<file path="src/design/assert_macros.svh">
// Shared assertion macros for the frame slowdown monitor.
`ifndef ASSERT_MACROS_SVH
`define ASSERT_MACROS_SVH

// Check that prop holds at every clock edge outside of reset.
`define FSMON_ASSERT(lbl, clk, rstn, prop) \
	lbl: assert property (@(posedge clk) disable iff (!rstn) (prop)) \
		else $error("fsmon assertion failed");

// Check that cond never holds outside of reset.
`define FSMON_NEVER(lbl, clk, rstn, cond) \
	lbl: assert property (@(posedge clk) disable iff (!rstn) !(cond)) \
		else $error("fsmon forbidden condition seen");

`endif

</file>
<file path="src/design/fsmon_pkg.sv">
package fsmon_pkg;

	localparam int unsigned STAMP_W   = 32;
	localparam int unsigned RATE_W    = 10;
	localparam int unsigned PCT_W     = 16;
	localparam int unsigned SUM_W     = 24;
	localparam int unsigned PROD_W    = 39;
	localparam int unsigned DIV_REM_W = 10;
	localparam int unsigned DIV_DVD_W = 16;
	localparam int unsigned DIV_CNT_W = 5;

	localparam logic [RATE_W-1:0]    RATE_RESET    = 10'd20;
	localparam logic [RATE_W-1:0]    RATE_MIN      = 10'd1;
	localparam logic [RATE_W-1:0]    RATE_MAX      = 10'd1000;
	localparam logic [6:0]           PCT_SCALE     = 7'd100;
	localparam logic [PCT_W-1:0]     PCT_MAX       = 16'hFFFF;
	// 1000 left-aligned in the dividend shift register
	localparam logic [DIV_DVD_W-1:0] EXP_DIVIDEND  = 16'd64000;
	localparam logic [DIV_CNT_W-1:0] STEPS_EXPECT  = 5'd10;
	localparam logic [DIV_CNT_W-1:0] STEPS_QUOT16  = 5'd16;

	typedef enum logic [3:0] {
		ST_IDLE,
		ST_EXP,
		ST_CHECK,
		ST_MUL,
		ST_SAT,
		ST_PCT,
		ST_SCAN_WAIT,
		ST_MEAN,
		ST_FINISH
	} ctl_state_t;

	typedef struct packed {
		logic                 start;
		logic [DIV_REM_W-1:0] divisor;
		logic [DIV_REM_W-1:0] rem_init;
		logic [DIV_DVD_W-1:0] dividend;
		logic [DIV_CNT_W-1:0] steps;
	} div_req_t;

	typedef struct packed {
		logic             done;
		logic [PCT_W-1:0] quot;
	} div_rsp_t;

	typedef struct packed {
		logic             done;
		logic [SUM_W-1:0] sum;
		logic [PCT_W-1:0] peak;
	} scan_stat_t;

endpackage

</file>
<file path="src/design/fsmon_ram.sv">
module fsmon_ram #(
	parameter int unsigned WIDTH = 16,
	parameter int unsigned DEPTH = 50,
	localparam int unsigned AW = (DEPTH > 1) ? $clog2(DEPTH) : 1
) (
	input  logic             clk,
	input  logic             we,
	input  logic [AW-1:0]    waddr,
	input  logic [WIDTH-1:0] wdata,
	input  logic [AW-1:0]    raddr,
	output logic [WIDTH-1:0] rdata
);

	logic [WIDTH-1:0] mem [DEPTH];
	logic [WIDTH-1:0] rdata_q;

	always_ff @(posedge clk) begin
		if (we) begin
			mem[waddr] <= wdata;
		end
		rdata_q <= mem[raddr];
	end

	assign rdata = rdata_q;

endmodule

</file>
<file path="src/design/fsmon_div.sv">
`include "assert_macros.svh"

module fsmon_div import fsmon_pkg::*; (
	input  logic     clk,
	input  logic     arst_n,
	input  div_req_t req,
	output div_rsp_t rsp
);

	logic [DIV_CNT_W-1:0] cnt_q;
	logic                 done_q;
	logic [DIV_REM_W-1:0] divisor_q;
	logic [DIV_REM_W-1:0] rem_q;
	logic [DIV_DVD_W-1:0] dvd_q;
	logic [PCT_W-1:0]     quo_q;

	logic [DIV_REM_W:0] trial;
	logic [DIV_REM_W:0] diff;
	logic               ge;

	// one restoring step: bring down the next dividend bit
	always_comb begin
		trial = {rem_q, dvd_q[DIV_DVD_W-1]};
		diff  = trial - {1'b0, divisor_q};
		ge    = (trial >= {1'b0, divisor_q});
	end

	always_ff @(posedge clk or negedge arst_n) begin
		if (!arst_n) begin
			cnt_q  <= '0;
			done_q <= 1'b0;
		end else if (req.start) begin
			cnt_q  <= req.steps;
			done_q <= 1'b0;
		end else if (cnt_q != '0) begin
			cnt_q  <= cnt_q - 1'b1;
			done_q <= (cnt_q == DIV_CNT_W'(1));
		end else begin
			done_q <= 1'b0;
		end
	end

	always_ff @(posedge clk) begin
		if (req.start) begin
			divisor_q <= req.divisor;
			rem_q     <= req.rem_init;
			dvd_q     <= req.dividend;
			quo_q     <= '0;
		end else if (cnt_q != '0) begin
			rem_q <= ge ? diff[DIV_REM_W-1:0] : trial[DIV_REM_W-1:0];
			dvd_q <= {dvd_q[DIV_DVD_W-2:0], 1'b0};
			quo_q <= {quo_q[PCT_W-2:0], ge};
		end
	end

	assign rsp.done = done_q;
	assign rsp.quot = quo_q;

	`FSMON_NEVER(a_div_start_busy, clk, arst_n, req.start && (cnt_q != '0))

endmodule

</file>
<file path="src/design/fsmon_scan.sv">
`include "assert_macros.svh"

module fsmon_scan import fsmon_pkg::*; #(
	parameter int unsigned WINDOW_DEPTH = 50,
	localparam int unsigned AW = (WINDOW_DEPTH > 1) ? $clog2(WINDOW_DEPTH) : 1,
	localparam int unsigned CW = $clog2(WINDOW_DEPTH + 1)
) (
	input  logic             clk,
	input  logic             arst_n,
	input  logic             start,
	input  logic [CW-1:0]    fill,
	input  logic [AW-1:0]    skip,
	input  logic [PCT_W-1:0] rdata,
	output logic [AW-1:0]    raddr,
	output scan_stat_t       stat
);

	localparam logic [CW-1:0] LAST = CW'(WINDOW_DEPTH - 1);

	logic [CW-1:0]    cnt_q;
	logic             run_q;
	logic             rd_s1;
	logic             take_s1;
	logic             last_s1;
	logic             done_q;
	logic [SUM_W-1:0] sum_q;
	logic [PCT_W-1:0] peak_q;

	always_ff @(posedge clk or negedge arst_n) begin
		if (!arst_n) begin
			cnt_q   <= '0;
			run_q   <= 1'b0;
			rd_s1   <= 1'b0;
			take_s1 <= 1'b0;
			last_s1 <= 1'b0;
			done_q  <= 1'b0;
		end else begin
			rd_s1   <= run_q;
			// unwritten entries read as zero; the slot about to be overwritten is left out
			take_s1 <= run_q && (cnt_q < fill) && (cnt_q[AW-1:0] != skip);
			last_s1 <= run_q && (cnt_q == LAST);
			if (start) begin
				cnt_q  <= '0;
				run_q  <= 1'b1;
				done_q <= 1'b0;
			end else if (run_q) begin
				if (cnt_q == LAST) begin
					run_q <= 1'b0;
				end else begin
					cnt_q <= cnt_q + 1'b1;
				end
			end
			if (rd_s1 && last_s1) begin
				done_q <= 1'b1;
			end
		end
	end

	always_ff @(posedge clk) begin
		if (start) begin
			sum_q  <= '0;
			peak_q <= '0;
		end else if (rd_s1 && take_s1) begin
			sum_q <= sum_q + SUM_W'(rdata);
			if (rdata > peak_q) begin
				peak_q <= rdata;
			end
		end
	end

	assign raddr     = cnt_q[AW-1:0];
	assign stat.done = done_q;
	assign stat.sum  = sum_q;
	assign stat.peak = peak_q;

	`FSMON_NEVER(a_scan_done_idle, clk, arst_n, done_q && (run_q || rd_s1))

endmodule

</file>
<file path="src/design/frame_slowdown_monitor.sv">
// Channel     Direction  Handshake          Payload
// cfg         in         cfg_wen            cfg_wdata (frames_per_second)
// in          in         in_valid/in_stall  timestamp_ms
// out         out        out_valid/out_stall slowdown_now, slowdown_mean, slowdown_peak
//
// The result is set by the history scan, one RAM read per entry, then the sum is latched
// and the mean is formed by reciprocal multiply; the serial divides run alongside the scan.
// Reset clears previous stamp, write slot and fill count; entries at or above the fill
// count read as zero. A stalled result holds in the output register while the next input
// is taken; only the final history write waits for the output to drain.
`include "assert_macros.svh"

module frame_slowdown_monitor import fsmon_pkg::*; #(
	parameter int unsigned WINDOW_DEPTH = 50
) (
	input  logic               clk,
	input  logic               arst_n,
	input  logic               cfg_wen,
	input  logic [RATE_W-1:0]  cfg_wdata,
	input  logic               in_valid,
	output logic               in_stall,
	input  logic [STAMP_W-1:0] timestamp_ms,
	output logic               out_valid,
	input  logic               out_stall,
	output logic [PCT_W-1:0]   slowdown_now,
	output logic [PCT_W-1:0]   slowdown_mean,
	output logic [PCT_W-1:0]   slowdown_peak
);

	localparam int unsigned AW = (WINDOW_DEPTH > 1) ? $clog2(WINDOW_DEPTH) : 1;
	localparam int unsigned CW = $clog2(WINDOW_DEPTH + 1);

	// mean = (sum * MEAN_RECIP) >> MEAN_SHIFT, exact for any sum below 2^SUM_W
	localparam int unsigned MEAN_SHIFT =
		SUM_W + ((WINDOW_DEPTH > 1) ? $clog2(WINDOW_DEPTH) : 0);
	localparam int unsigned RECIP_W    = SUM_W + 1;
	localparam int unsigned MPROD_W    = SUM_W + RECIP_W;
	localparam logic [RECIP_W-1:0] MEAN_RECIP =
		RECIP_W'(((64'd1 << MEAN_SHIFT) / 64'(WINDOW_DEPTH)) + 64'd1);

	ctl_state_t state_q, state_nxt;

	// configuration and history bookkeeping
	logic [RATE_W-1:0]  rate_q;
	logic [STAMP_W-1:0] prev_q;
	logic [AW-1:0]      slot_q;
	logic [CW-1:0]      fill_q;

	// per-transaction working registers
	logic [STAMP_W-1:0]   elapsed_q;
	logic                 first_q;
	logic [RATE_W-1:0]    exp_q;
	logic [STAMP_W-1:0]   excess_q;
	logic [PROD_W-1:0]    prod_q;
	logic [PCT_W-1:0]     now_q;
	logic [PCT_W-1:0]     peak_q;
	logic [SUM_W-1:0]     sum_q;
	logic [PCT_W-1:0]     mean_q;

	// output register
	logic               out_valid_q;
	logic [PCT_W-1:0]   now_out_q;
	logic [PCT_W-1:0]   mean_out_q;
	logic [PCT_W-1:0]   peak_out_q;

	div_req_t   div_req;
	div_rsp_t   div_rsp;
	scan_stat_t scan_stat;
	logic       scan_start;
	logic [AW-1:0]    mem_raddr;
	logic [PCT_W-1:0] mem_rdata;
	logic             mem_we;
	logic             out_load;
	logic             out_free;
	logic             not_late;
	logic             sat_hit;
	logic [RATE_W-1:0] rate_eff;
	logic [SUM_W-1:0]  sum_total;
	logic [MPROD_W-1:0] mean_prod;

	fsmon_ram #(
		.WIDTH (PCT_W),
		.DEPTH (WINDOW_DEPTH)
	) u_hist (
		.clk   (clk),
		.we    (mem_we),
		.waddr (slot_q),
		.wdata (now_q),
		.raddr (mem_raddr),
		.rdata (mem_rdata)
	);

	fsmon_div u_div (
		.clk    (clk),
		.arst_n (arst_n),
		.req    (div_req),
		.rsp    (div_rsp)
	);

	fsmon_scan #(
		.WINDOW_DEPTH (WINDOW_DEPTH)
	) u_scan (
		.clk    (clk),
		.arst_n (arst_n),
		.start  (scan_start),
		.fill   (fill_q),
		.skip   (slot_q),
		.rdata  (mem_rdata),
		.raddr  (mem_raddr),
		.stat   (scan_stat)
	);

	always_comb begin
		// clamp the rate so the divisor is never zero
		if (rate_q < RATE_MIN) begin
			rate_eff = RATE_MIN;
		end else if (rate_q > RATE_MAX) begin
			rate_eff = RATE_MAX;
		end else begin
			rate_eff = rate_q;
		end
		out_free  = !out_valid_q || !out_stall;
		not_late  = first_q || (elapsed_q <= STAMP_W'(exp_q));
		// a quotient of 2^16 or more saturates; below that the high part fits the remainder
		sat_hit   = (prod_q >= PROD_W'({exp_q, {PCT_W{1'b0}}}));
		sum_total = scan_stat.sum + SUM_W'(now_q);
		mean_prod = MPROD_W'(sum_q) * MPROD_W'(MEAN_RECIP);
	end

	// next state
	always_comb begin
		state_nxt = state_q;
		case (state_q)
			ST_IDLE:      if (in_valid) state_nxt = ST_EXP;
			ST_EXP:       if (div_rsp.done) state_nxt = ST_CHECK;
			ST_CHECK:     state_nxt = not_late ? ST_SCAN_WAIT : ST_MUL;
			ST_MUL:       state_nxt = ST_SAT;
			ST_SAT:       state_nxt = sat_hit ? ST_SCAN_WAIT : ST_PCT;
			ST_PCT:       if (div_rsp.done) state_nxt = ST_SCAN_WAIT;
			ST_SCAN_WAIT: if (scan_stat.done) state_nxt = ST_MEAN;
			ST_MEAN:      state_nxt = ST_FINISH;
			ST_FINISH:    if (out_free) state_nxt = ST_IDLE;
			default:      state_nxt = ST_IDLE;
		endcase
	end

	// control outputs
	always_comb begin
		in_stall   = (state_q != ST_IDLE);
		div_req    = '0;
		scan_start = 1'b0;
		out_load   = 1'b0;
		mem_we     = 1'b0;
		case (state_q)
			ST_IDLE: begin
				if (in_valid) begin
					// expected frame time = 1000 / rate
					div_req.start    = 1'b1;
					div_req.divisor  = rate_eff;
					div_req.rem_init = '0;
					div_req.dividend = EXP_DIVIDEND;
					div_req.steps    = STEPS_EXPECT;
					scan_start       = 1'b1;
				end
			end
			ST_SAT: begin
				if (!sat_hit) begin
					div_req.start    = 1'b1;
					div_req.divisor  = exp_q;
					div_req.rem_init = prod_q[PCT_W+DIV_REM_W-1:PCT_W];
					div_req.dividend = prod_q[PCT_W-1:0];
					div_req.steps    = STEPS_QUOT16;
				end
			end
			ST_FINISH: begin
				out_load = out_free;
				mem_we   = out_free;
			end
			default: begin
			end
		endcase
	end

	always_ff @(posedge clk or negedge arst_n) begin
		if (!arst_n) begin
			state_q     <= ST_IDLE;
			rate_q      <= RATE_RESET;
			prev_q      <= '0;
			slot_q      <= '0;
			fill_q      <= '0;
			out_valid_q <= 1'b0;
		end else begin
			state_q <= state_nxt;
			if (cfg_wen) begin
				rate_q <= cfg_wdata;
			end
			if (state_q == ST_IDLE && in_valid) begin
				prev_q <= timestamp_ms;
			end
			if (mem_we) begin
				// advance the circular write slot; count entries until the window is full
				slot_q <= (slot_q == AW'(WINDOW_DEPTH - 1)) ? '0 : slot_q + 1'b1;
				if (fill_q != CW'(WINDOW_DEPTH)) begin
					fill_q <= fill_q + 1'b1;
				end
			end
			if (out_load) begin
				out_valid_q <= 1'b1;
			end else if (!out_stall) begin
				out_valid_q <= 1'b0;
			end
		end
	end

	always_ff @(posedge clk) begin
		case (state_q)
			ST_IDLE: begin
				if (in_valid) begin
					elapsed_q <= timestamp_ms - prev_q;
					first_q   <= (prev_q == '0);
				end
			end
			ST_EXP: begin
				if (div_rsp.done) begin
					exp_q <= div_rsp.quot[RATE_W-1:0];
				end
			end
			ST_CHECK: begin
				excess_q <= elapsed_q - STAMP_W'(exp_q);
				if (not_late) begin
					now_q <= '0;
				end
			end
			ST_MUL: begin
				prod_q <= PROD_W'(excess_q) * PROD_W'(PCT_SCALE);
			end
			ST_SAT: begin
				if (sat_hit) begin
					now_q <= PCT_MAX;
				end
			end
			ST_PCT: begin
				if (div_rsp.done) begin
					now_q <= div_rsp.quot;
				end
			end
			ST_SCAN_WAIT: begin
				if (scan_stat.done) begin
					peak_q <= (now_q > scan_stat.peak) ? now_q : scan_stat.peak;
					sum_q  <= sum_total;
				end
			end
			ST_MEAN: begin
				mean_q <= mean_prod[MEAN_SHIFT +: PCT_W];
			end
			default: begin
			end
		endcase
		if (out_load) begin
			now_out_q  <= now_q;
			mean_out_q <= mean_q;
			peak_out_q <= peak_q;
		end
	end

	assign out_valid     = out_valid_q;
	assign slowdown_now  = now_out_q;
	assign slowdown_mean = mean_out_q;
	assign slowdown_peak = peak_out_q;

	`FSMON_NEVER(a_no_overwrite, clk, arst_n, out_load && out_valid_q && out_stall)
	`FSMON_ASSERT(a_mean_after_scan, clk, arst_n, (state_q == ST_MEAN) |-> scan_stat.done)
	`FSMON_ASSERT(a_slot_tracks_fill, clk, arst_n,
		(fill_q != CW'(WINDOW_DEPTH)) |-> (slot_q == fill_q[AW-1:0]))

endmodule

</file>
<file path="config.mk">
export PLATFORM = sky130hd
export DESIGN_NAME = frame_slowdown_monitor
export DESIGN_NICKNAME = d
export VERILOG_FILES = /design/src/design/fsmon_pkg.sv /design/src/design/fsmon_ram.sv /design/src/design/fsmon_div.sv /design/src/design/fsmon_scan.sv /design/src/design/frame_slowdown_monitor.sv
export VERILOG_INCLUDE_DIRS = /design/src /design/src/design
export SDC_FILE = /design/constraint.sdc
export NUM_CORES = 2
export LEC_CHECK = 0
export BUFFER_PORTS_ARGS = -buffer_cell sky130_fd_sc_hd__buf_2
export CAP_MARGIN = 20
export CORE_UTILIZATION = 45
export DETAILED_ROUTE_END_ITERATION = 7
export PLACE_DENSITY_LB_ADDON = 0.3
export SLEW_MARGIN = 25
export SYNTH_ARGS = -nofsm -noshare
export SYNTH_HDL_FRONTEND = slang
export SYNTH_SLANG_ARGS = --single-unit
</file>
<file path="constraint.sdc">
create_clock -name clk -period 9.44 [get_ports clk]
set_input_delay 1.416 -clock clk [delete_from_list [all_inputs] [get_ports clk]]
set_output_delay 1.416 -clock clk [all_outputs]
set_load 0.02 [all_outputs]
</file>
==> results.cfg <==
[timing]
fmax_mhz = 134.9
drv_slew = 0
fin_crit_sh = 0.7854
hold_viol_final = 0
slew_headroom = 0.3101
post-route-min-period_ps = 7414
rsz0062_at_grt = no
finalSetupTns_ps = 0
skew_ps = 37.45
finalSetupViolCount = 0
holdWs_ps = 413.7
worst_slew_pin_slew_ps = 1035

[cts]
h-tree-depth = 4
worstSkewPairLatency_ps = 760
postCtsSetupRepairBufs = 0
clockRootBuffer = clkbuf_16
cts.sinks = 1214
cts.repair.resized = 0
cts_buffer_depth = 3
path_clk_slew_ps = 60
cts_tree = done
cts_hold_buf = 0
cts_buffers = 134

[grt]
grt_pass1_wl_um = 213700
grt_pass1_vias = 35733
grt_start_max_net_pins = 115
overflow = 0
grt.total_usage = 0.1997
antenna_found_initial = 6

[job]
max_cap_violations = 0

[setup_path]
startpoint_type = flip-flop
cp_slowest_cell = edfxtp_1
reg2reg_slack_ps = 2030
reg2reg_to = mean_q[15]
max_stage_delay_ps = 570
critPathTopFamily = adder cells
required_ps = 9940
critical_path_buf_inv_count = 6
crit_type = reg -> reg
arrival_ps = 7910
worstPathMaxFanout = 8
rr_worst_depth = 24
cpMostUsedCell = fa_1
reg2reg_from = sum_q[7]
crit_chain = inv_1 > fa_1 > inv_1 > fa_1 > inv_1 > fa_1 > inv_1 > fa_1 > fa_1 > fa_1 > inv_1 > fa_1 > inv_1 > ha_1 > a21oi_1 > nand3_1 > a31o_2 > a211o_1 > a21oi_1 > a31oi_1 > a2111oi_2 > o31ai_1 > a21oi_1 > xnor2_1
endpoint_kind = flip-flop

[yosys]
yosysWarnings = 0
netlist.area_leader.share = 0.5083
synth_top_family_by_area = adder cells
synthArstFlopShare = 0.06260
synthTopCellsByArea = edfxtp_1 (51%), ha_1 (9.4%), mux4_2 (9.2%)
synth_edf_count = 1066
synth_ff_type = edfxtp_1
avgSynthCellArea_um2 = 14.69
ys_seq_elements = 1214
synthSimpleGateAreaFrac = 0.04619
synth.area.mux_share = 0.1037
ys_seq_area_frac = 0.5614
synthXorXnorAreaFrac = 0.02420
synth_cells = 4287
synth_top_area_cell = edfxtp_1
synthDistinctLibCells = 78
synth_compound_area_frac = 0.05294
synth_area_um2 = 62980
synth_fa_ha_area_frac = 0.1687
synth_nets = 5042

[floorplan]
die_y_um = 376.1
die_w_um = 376.1
die-area_um2 = 141500
initial_core_util = 0.4558
row_count = 136
core_area_um2 = 138200
io_pins = 97

[routing]
drt_iter0_markers = 2730
wl_met1_um = 61040
vias_per_cell = 5.381
drt-total-wl_um = 138200
wl_met2_um = 65670
drt-pass1-iter-count = 5
vias = 34780
routed-wl-met3_um = 8430
avgRoutedWirePerCell_um = 21.39
ant_nets = 0
drc_errors = 0
top_layer = met5

[run_status]
outcome = complete, no violations

[min_path]
hold_path_end = slowdown_peak[15]
hold_depth = 0
hold_class = reg -> reg
hp-start = peak_q[15]

[cells_and_area]
area_growth_syn_to_layout_pct = 11.69
final_area_um2 = 70340
drive_above_1_share = 0.1555
fill_cells = 11605
fin_nets = 5246
post-route-util = 0.5091

[place]
place_area_um2 = 66080
place.gp.congestion = 0.9286
post-dp-hpwl_um = 93520
portBuffers = 96
-- cell type report --
type                            instances  area, um^2  share of cell area
Antenna cell                            1       2.502          0.00003557
Clock buffer                          172        3557             0.05057
Clock inverter                         72       699.4            0.009943
Inverter                              599        2251             0.03200
Multi-Input combinational cell       2355       24950              0.3547
Sequential cell                      1214       35370              0.5028
Tap cell                             1863        2331             0.03314
Timing Repair Buffer                  187        1182             0.01681
-- through the flow --
stage          setup slack [ps]  instances
2_1_floorplan              2693       4287
3_3_place_gp               2044       6218
3_5_place_dp               2011       6218
4_1_cts                    2001       6462
5_1_grt                    1635       6462
6_report                   2026       6463
-- logic make-up after synthesis --
group | after synthesis
xor gates and xnor gates | 174
and+or+nand+nor | 623
AOI/OAI and AO/OA | 523
adders and majority gates | 708
muxes | 327
buffers and inverters | 718
DFF | 1214
-- sequential cells by signal, indices dropped and copies added (netlist names), 14 cells and up --
register,flops
elapsed_q,32
excess_q,32
mean_q,16
now_q,16
peak_q,16
prev_q,32
prod_q,37
slowdown_mean,16
slowdown_now,16
slowdown_peak,16
sum_q,24
u_div.dvd_q,14
u_div.quo_q,16
u_hist.mem,800
u_hist.rdata,16
u_scan.peak_q,16
u_scan.sum_q,24
-- worst max-delay path by stage --
stage	start	end	slack, ps	cells after the start
floorplan	sum_q[7]	mean_q[15]	2690	24
global placement	sum_q[7]	mean_q[15]	2040	24
detailed placement	sum_q[7]	mean_q[15]	2010	24
CTS	sum_q[7]	mean_q[15]	2000	24
global route	sum_q[7]	mean_q[15]	1640	24
finish	sum_q[7]	mean_q[15]	2030	24
-- Yosys cell counts (9+ instances only) --
master    count
or2_2         9
nor3_1       35
dfrtp_1      74
mux2_2       43
and3_1       13
o21ai_1       9
nand3_1      36
ha_1        473
and2_1       13
inv_1       597
xor2_1       67
o21bai_1     10
mux2i_1      28
buf_1        22
a21oi_1     149
xnor2_1     107
nand4_1      28
nor4_1       22
o21a_1       31
fa_1        235
or3_1        11
nand2_1     204
o211ai_1     13
a21o_1       88
dfxtp_1      72
mux4_2      256
nand2b_1     26
a31oi_1      14
a211oi_1     13
nor2b_1      31
o21ai_0     118
edfxtp_1   1066
clkbuf_1     89
nor2_1      174
-- layer usage --
| metal | up-vias | global-route usage |
|---|---|---|
| li1 | 16057 | - |
| met1 | 17550 | 0.2767 |
| met2 | 977 | 0.3245 |
| met3 | 194 | 0.03838 |
| met4 | 2 | 0.04978 |
| met5 | - | 0 |
-- layout by cell type, fill, tap and decap left out, types with 36 or more instances in the layout --
master        n
buf_4        90
nor2_1      172
xor2_1       67
dfrtp_1      70
inv_1       597
mux2_2       43
buf_2        95
edfxtp_1   1066
dfxtp_1      72
a21oi_1     149
ha_1        473
nand2_1     204
mux4_2      256
a21o_1       88
xnor2_1     107
fa_1        235
o21ai_0     118
clkbuf_16   135
nand3_1      36
Power is left out: the tool's default activity adds up to more than one toggle a clock period on the data nets, which glitch-free logic cannot reach.
